==> src/sv/qwt_pkg.sv <==
// Package for the quoted word tokenizer.
// Holds character codes, the tokenizer state and result types and the blank test.
// No dependencies.
package qwt_pkg;

  localparam logic [7:0] CH_NUL    = 8'h00;
  localparam logic [7:0] CH_SEMI   = 8'h3B;
  localparam logic [7:0] CH_BSLASH = 8'h5C;
  localparam logic [7:0] CH_SQUOTE = 8'h27;
  localparam logic [7:0] CH_DQUOTE = 8'h22;
  localparam logic [7:0] CH_SPACE  = 8'h20;
  localparam logic [7:0] CH_TAB    = 8'h09;
  localparam logic [7:0] CH_CR     = 8'h0D;

  typedef struct packed {
    logic in_single_quote;
    logic in_double_quote;
    logic escape_pending;
    logic word_open;
  } qwt_state_t;

  typedef struct packed {
    logic       valid;
    logic [7:0] first_byte;
    logic [7:0] second_byte;
    logic [1:0] byte_count;
    logic       word_end;
  } qwt_result_t;

  function automatic logic qwt_is_white(input logic [7:0] c);
    return (c == CH_SPACE) || (c >= CH_TAB && c <= CH_CR);
  endfunction

endpackage

==> src/sv/qwt_step.sv <==
// Combinational step of the quoted word tokenizer: one byte and the current
// quote/escape/word state give the next state and at most one result.
// Depends on qwt_pkg.
module qwt_step import qwt_pkg::*; (
  input  logic [7:0]  byte_i,
  input  qwt_state_t  state_i,
  output qwt_state_t  state_o,
  output qwt_result_t result_o
);

  qwt_result_t word_byte;
  qwt_result_t word_break;
  qwt_result_t no_result;

  always_comb begin
    no_result  = '0;
    word_byte  = '0;
    word_byte.valid      = 1'b1;
    word_byte.first_byte = byte_i;
    word_byte.byte_count = 2'd1;
    word_break = '0;
    word_break.valid    = 1'b1;
    word_break.word_end = 1'b1;
  end

  always_comb begin
    logic drop;
    drop     = 1'b0;
    state_o  = state_i;
    result_o = no_result;

    if (byte_i == CH_NUL) begin
      // end of line: clear everything, close an open word
      state_o = '0;
      if (state_i.word_open) begin
        result_o = word_break;
      end
    end else if (state_i.escape_pending) begin
      state_o.escape_pending = 1'b0;
      state_o.word_open      = 1'b1;
      if (state_i.in_single_quote) begin
        drop = (byte_i == CH_BSLASH) || (byte_i == CH_SQUOTE);
      end else if (state_i.in_double_quote) begin
        drop = (byte_i == CH_BSLASH) || (byte_i == CH_DQUOTE);
      end else begin
        drop = (byte_i == CH_BSLASH) || (byte_i == CH_SQUOTE) ||
               (byte_i == CH_DQUOTE) || qwt_is_white(byte_i);
      end
      if (drop) begin
        result_o = word_byte;
      end else begin
        result_o             = word_byte;
        result_o.first_byte  = CH_BSLASH;
        result_o.second_byte = byte_i;
        result_o.byte_count  = 2'd2;
      end
    end else if (!state_i.word_open && qwt_is_white(byte_i)) begin
      result_o = no_result;
    end else if (!state_i.word_open && byte_i == CH_SEMI) begin
      // empty word, stay in the skipping state
      result_o = word_break;
    end else begin
      state_o.word_open = 1'b1;
      if (byte_i == CH_BSLASH) begin
        state_o.escape_pending = 1'b1;
      end else if (state_i.in_single_quote) begin
        if (byte_i == CH_SQUOTE) begin
          state_o.in_single_quote = 1'b0;
        end else begin
          result_o = word_byte;
        end
      end else if (state_i.in_double_quote) begin
        if (byte_i == CH_DQUOTE) begin
          state_o.in_double_quote = 1'b0;
        end else begin
          result_o = word_byte;
        end
      end else if (byte_i == CH_SQUOTE) begin
        state_o.in_single_quote = 1'b1;
      end else if (byte_i == CH_DQUOTE) begin
        state_o.in_double_quote = 1'b1;
      end else if (qwt_is_white(byte_i) || byte_i == CH_SEMI) begin
        state_o.word_open = 1'b0;
        result_o          = word_break;
      end else begin
        result_o = word_byte;
      end
    end
  end

endmodule

==> src/sv/quoted_word_tokenizer.sv <==
// Quoted word tokenizer, top level: input register, step logic, result register.
// An accepted byte is held in the input register, passes the step logic and lands in the result register.
// Throughput: one byte per cycle while out_ready stays high; a held result stalls the
// input register, and in_ready follows out_ready combinationally when both are full.
// Reset (rst_n low, synchronous): both stages empty, quote/escape/word state cleared.
// Depends on qwt_pkg and qwt_step.
module quoted_word_tokenizer import qwt_pkg::*; (
  input  logic       clk,
  input  logic       rst_n,
  input  logic       in_valid,
  output logic       in_ready,
  input  logic [7:0] in_byte,
  output logic       out_valid,
  input  logic       out_ready,
  output logic [7:0] out_first_byte,
  output logic [7:0] out_second_byte,
  output logic [1:0] out_byte_count,
  output logic       out_word_end
);

  logic        in_vld_r;
  logic [7:0]  in_byte_r;
  qwt_state_t  state_r;
  qwt_state_t  state_nxt;
  qwt_result_t step_res;
  qwt_result_t res_r;
  qwt_result_t res_nxt;
  logic        res_free;
  logic        advance;

  qwt_step u_step (
    .byte_i   (in_byte_r),
    .state_i  (state_r),
    .state_o  (state_nxt),
    .result_o (step_res)
  );

  assign res_free = !res_r.valid || out_ready;
  assign advance  = in_vld_r && res_free;
  assign in_ready = !in_vld_r || res_free;

  always_comb begin
    res_nxt       = step_res;
    res_nxt.valid = advance && step_res.valid;
  end

  always_ff @(posedge clk) begin
    if (!rst_n) begin
      in_vld_r <= 1'b0;
      state_r  <= '0;
      res_r    <= '0;
    end else begin
      if (in_ready) begin
        in_vld_r <= in_valid;
      end
      if (in_valid && in_ready) begin
        in_byte_r <= in_byte;
      end
      if (advance) begin
        state_r <= state_nxt;
      end
      // load a new result or drop the one just taken
      if (res_free) begin
        res_r <= res_nxt;
      end
    end
  end

  assign out_valid       = res_r.valid;
  assign out_first_byte  = res_r.first_byte;
  assign out_second_byte = res_r.second_byte;
  assign out_byte_count  = res_r.byte_count;
  assign out_word_end    = res_r.word_end;

endmodule

==> config.mk <==
export PLATFORM = sky130hd
export DESIGN_NAME = quoted_word_tokenizer
export DESIGN_NICKNAME = d
export VERILOG_FILES = /design/src/sv/qwt_pkg.sv /design/src/sv/qwt_step.sv /design/src/sv/quoted_word_tokenizer.sv
export SDC_FILE = /design/constraint.sdc
export NUM_CORES = 1
export LEC_CHECK = 0
export BUFFER_PORTS_ARGS = -buffer_cell sky130_fd_sc_hd__buf_2
export CORE_ASPECT_RATIO = 1.2
export CORE_MARGIN = 1.5
export CORE_UTILIZATION = 45
export CTS_CLUSTER_DIAMETER = 60
export DETAILED_ROUTE_END_ITERATION = 7
export PLACE_DENSITY = 0.66
export SYNTH_ARGS = -nofsm -noshare
export SYNTH_HDL_FRONTEND = slang
export SYNTH_HIERARCHICAL = 1
export SYNTH_SLANG_ARGS = --single-unit
==> constraint.sdc <==
create_clock -name clk -period 2 [get_ports clk]
set_input_delay 0.4 -clock clk [delete_from_list [all_inputs] [get_ports clk]]
set_output_delay 0.4 -clock clk [all_outputs]
set_load 0.05 [all_outputs]
**Word-level counts from Yosys, hierarchy flattened**

Index checks and enable logic that the tools add are counted.

- $add $sub $neg: 0
- Multipliers: 0
- Divide/modulo/power cells: 0
- $lt $le $gt $ge: 2
- Equal/unequal tests: 12
- Shift-type cells: 0
- Mux-type cells: 40
- Bitwise gates (word level): 0
- Reduce and logical (&&, ||, !) cells: 22

Operators with widths:

| operator | count |
|---|---|
| 2-to-1 mux 20 bit | 12 |
| 2-to-1 mux 19 bit | 2 |
| == test 8 x 6 -> 1 bit (second input constant) | 4 |
| 2-to-1 mux 1 bit | 20 |
| 2-to-1 mux 4 bit | 3 |
| != test 2 x 1 -> 1 bit (second input constant) | 5 |
| == test 8 x 7 -> 1 bit (second input constant) | 1 |
| greater-or-equal comparator 8 x 4 -> 1 bit (second input constant) | 1 |
| <= comparator 8 x 4 -> 1 bit (second input constant) | 1 |
| zero test 8 bit | 1 |
| logical OR 1 bit | 8 |
| logical AND 1 bit | 6 |
| 2-to-1 mux 2 bit | 3 |
| != test 3 x 2 -> 1 bit (second input constant) | 2 |
| AND reduction 6 bit | 1 |
| AND reduction 5 bit | 1 |
| zero test 1 bit | 3 |
| AND reduction 3 bit | 1 |
| AND reduction 2 bit | 1 |

- Register bits after elaboration: 33
- Bits in latches: 0
- RAM bits: 0
- Bits in read-only memories: 0
- Output and inout bits: 21
- Logic and storage cells: 87
- Memories: 0

**Longest topological paths before layout**

- Depth in word-level cells: 15
- Mapped depth: 8
- Depth with buffers taken out: 7

**By module**

The synthesis kept the hierarchy.

By module, submodules not included:

| module | times used | cells each | area an instance (sq um) |
|---|---|---|---|
| quoted_word_tokenizer | 1 | 118 | 1179.9 |
| qwt_step | 1 | 103 | 648.1 |

**Least setup slack after synthesis**

Ideal clock, no wire load.

- Path type: reg-to-reg
- Start point: register in_byte_r[4]
- End point: register res_r, in the netlist out_first_byte[6]
- Arrival time: 1.962 ns
- Setup slack: -0.080 ns
- Stages on the path, launching flop included: 9
- Buffers on the path: 1
- Cell sequence: edfxtp_1 or3_1 buf_2 or4_4 and3_4 a211oi_2 nor3_1 nand2_1 a21boi_1

RTL lines:

| what | RTL line | source |
|---|---|---|
| start: declaration | quoted_word_tokenizer.sv:22 | `logic [7:0] in_byte_r;` |
| start signal: assignment | quoted_word_tokenizer.sv:57 | `in_byte_r <= in_byte;` |
| end signal: assignment | quoted_word_tokenizer.sv:64 | `res_r <= res_nxt;` |
| end: declaration | quoted_word_tokenizer.sv:26 | `qwt_result_t res_r;` |

==> qor.yml <==
synth_cell_types: 48
insertion_delay_ns: 0.28
fin_cells: 342
period_share_pct: 109
ys_seq_elements: 33
grt_start_max_net_pins: 30
rows: 25
end_kind: "register"
grt_pass1_vias: 1777
hold_depth: 1
synthCells: 221
synth_seq_area_share_pct: 40.5
nFillCells: 323
pwr_density_cell_nw_per_um2: 537
status: "complete, but fails checks"
die_h_um: 72.8
avgRoutedWirePerCell_um: 14.8
syn_area_um2: 1830
grt_pass1_wl_um: 8160
drtIter0Drc: 50
clockBufferDepth: 2
synth_top_area_cell: "dfxtp_1"
synth-main-ff-cell: "dfxtp_1"
yosys-top-cells-area: "dfxtp_1 (27%), edfxtp_1 (13%), nand2_1 (11%)"
drt-vias-per-instance: 5.55
crit_arrival_ns: 2.37
grt.total_usage_pct: 24.6
cp-start-kind: "register"
syn_avg_cell_area_um2: 8.27
initial_core_util_pct: 46.8
clock.fmax_ghz: 0.457
place_inst: 321
cts_inserted_buffers: 5
postCtsHoldBufs: 0
die_x_um: 61.2
cp.required_ns: 2.18
async_reset_ff_share_pct: 0
seq_area_um2: 741
port_buffers: 32
vias: 1897
path_clk_slew_ns: 0.07
synth_nets: 233
tritoncts: "done"
antenna_cells: 0
nets: 299
core_um2: 3910
worst_pin_slew_ns: 0.700
yosysTopAreaCellShare_pct: 27.4
yosys_warnings: 6
vdd_drop_max_mv: 0.442
yosysMostFrequentCell: "nand2_1"
fin_skew_ns: 0.00857
globalplace.congestion: 0.859
area_growth_pct: 43.9
totalWireLength_um: 5060
final_layout_size_suffix_gt1_share_pct: 43.8
grt_antenna_before_repair: 0
hold_path_class: "in2reg"
detail-route-antenna-nets: 0
finalPower_uw: 1410
synth_enable_flop_cells: 8
crit_fanout: 4
layout_setup_ws_ns: -0.189
dieArea_um2: 4460
drc_errors: 0
fin_util_pct: 67.3
overflow: 0
relSlewSlack_pct: 52.8
setup_viol: 18
worstSetupPathType: "reg2reg"
htreeDepth: 2
first_pass_iters: 4
multi_input_comb_area_um2: 1230
finalCriticalPeriod_ns: 2.19
ioPinCount: 33
hpwl_um: 3440
hold_violations: 0
root_buffer: "clkbuf_8"
power.leakage_uw: 0.00111
slew_viol_final: 0
fin_tns_setup_ns: -1.86
reg2reg_depth: 8
rsz0062_at_grt: "true"
violations: "setup timing"
yosys-top-cells-count: "nand2_1 (53), dfxtp_1 (25), a21boi_1 (19)"
cts.sinks: 33
drv_cap: 0
==> worst paths after layout <==
path	from	slack, ns	endpoint
max reg2reg	in_byte_r[3]	-0.19	out_first_byte[6]
min reg2reg	out_second_byte[4]	0.44	out_second_byte[4]
min	in_byte[5]	0.30	in_byte_r[5]
max	in_byte_r[3]	-0.19	out_first_byte[6]
==> registers in the layout (all words and copies together) (netlist names) <==
| register | flops |
|---|---|
| state_r | 4 |
| in_vld_r | 1 |
| out_word_end | 1 |
| out_first_byte | 8 |
| out_second_byte | 8 |
| in_byte_r | 8 |
| out_byte_count | 2 |
| out_valid | 1 |
==> layout by cell type (no fill, tap or decap), types with 3 or more instances in the layout <==
cell type   n
buf_6       5
or3_1       3
clkbuf_8    5
nor3_2      4
and3_1      4
a21boi_1   22
buf_4      37
nor3_1      5
or4_4       3
nor2_1     10
a21oi_2     4
and3_4      5
nand2_1    53
dfxtp_1    25
a21oi_4     3
edfxtp_1    8
buf_2      32
mux2i_1     5
a211oi_2    3
==> worst max-delay path, stage by stage (launching register included) <==
cell and delay (ns):
edfxtp_1 0.45, buf_6 0.16, or4_4 0.53, nor3_4 0.33, nor2_2 0.11, a211oi_4 0.29
nor3_2 0.08, nand2_1 0.09, a21boi_2 0.05
==> cell type report <==
type                            instances  area share, %
Timing Repair Buffer                   74           18.8
Inverter                                2          0.285
Tap cell                               54           2.57
Multi-Input combinational cell        171           46.9
Sequential cell                        33           28.2
Clock inverter                          3          0.666
Clock buffer                            5           2.62
==> stage by stage <==
step | cell area, um^2 | hold WS [ns] | setup slack [ns]
2_1_floorplan | 1840 | 0.437 | -0.0256
3_3_place_gp | 2210 | 0.436 | -0.136
3_5_place_dp | 2210 | 0.441 | -0.171
4_1_cts | 2450 | 0.286 | -0.105
5_1_grt | 2630 | 0.282 | -0.266
6_report | 2630 | 0.296 | -0.189
==> metal layers <==
layer,part of all wire (%),vias up,GRT usage [%]
met5,0,-,0
met4,2.6,0,12.1
met3,4.1,15,5.32
met2,52,52,40.3
met1,41,916,29.8
li1,-,914,-
==> cells by family (layout without fill, tap and decap cells) <==
group / count (synthesis) / count (layout) / share of synthesized area (%)
flops: 33 / 33 / 40.5
xor+xnor: 1 / 1 / 0.479
simple gates: 115 / 115 / 31.6
mux: 5 / 5 / 2.74
buf+inv: 18 / 84 / 4.38
compound gates: 49 / 50 / 20.3
==> power by group <==
group,switching [uW],internal (uW)
Combinational,127,85.1
Clock,239,240
Sequential,15.6,707
==> what timing repair did <==
action                     CTS  global route
setup endpoints to repair   17            22
buffers inserted             7             7
cloned                       0             1
gates resized for setup     23            29
pin swaps                   17            30
Note: power is estimated with default switching activity, not from simulation.
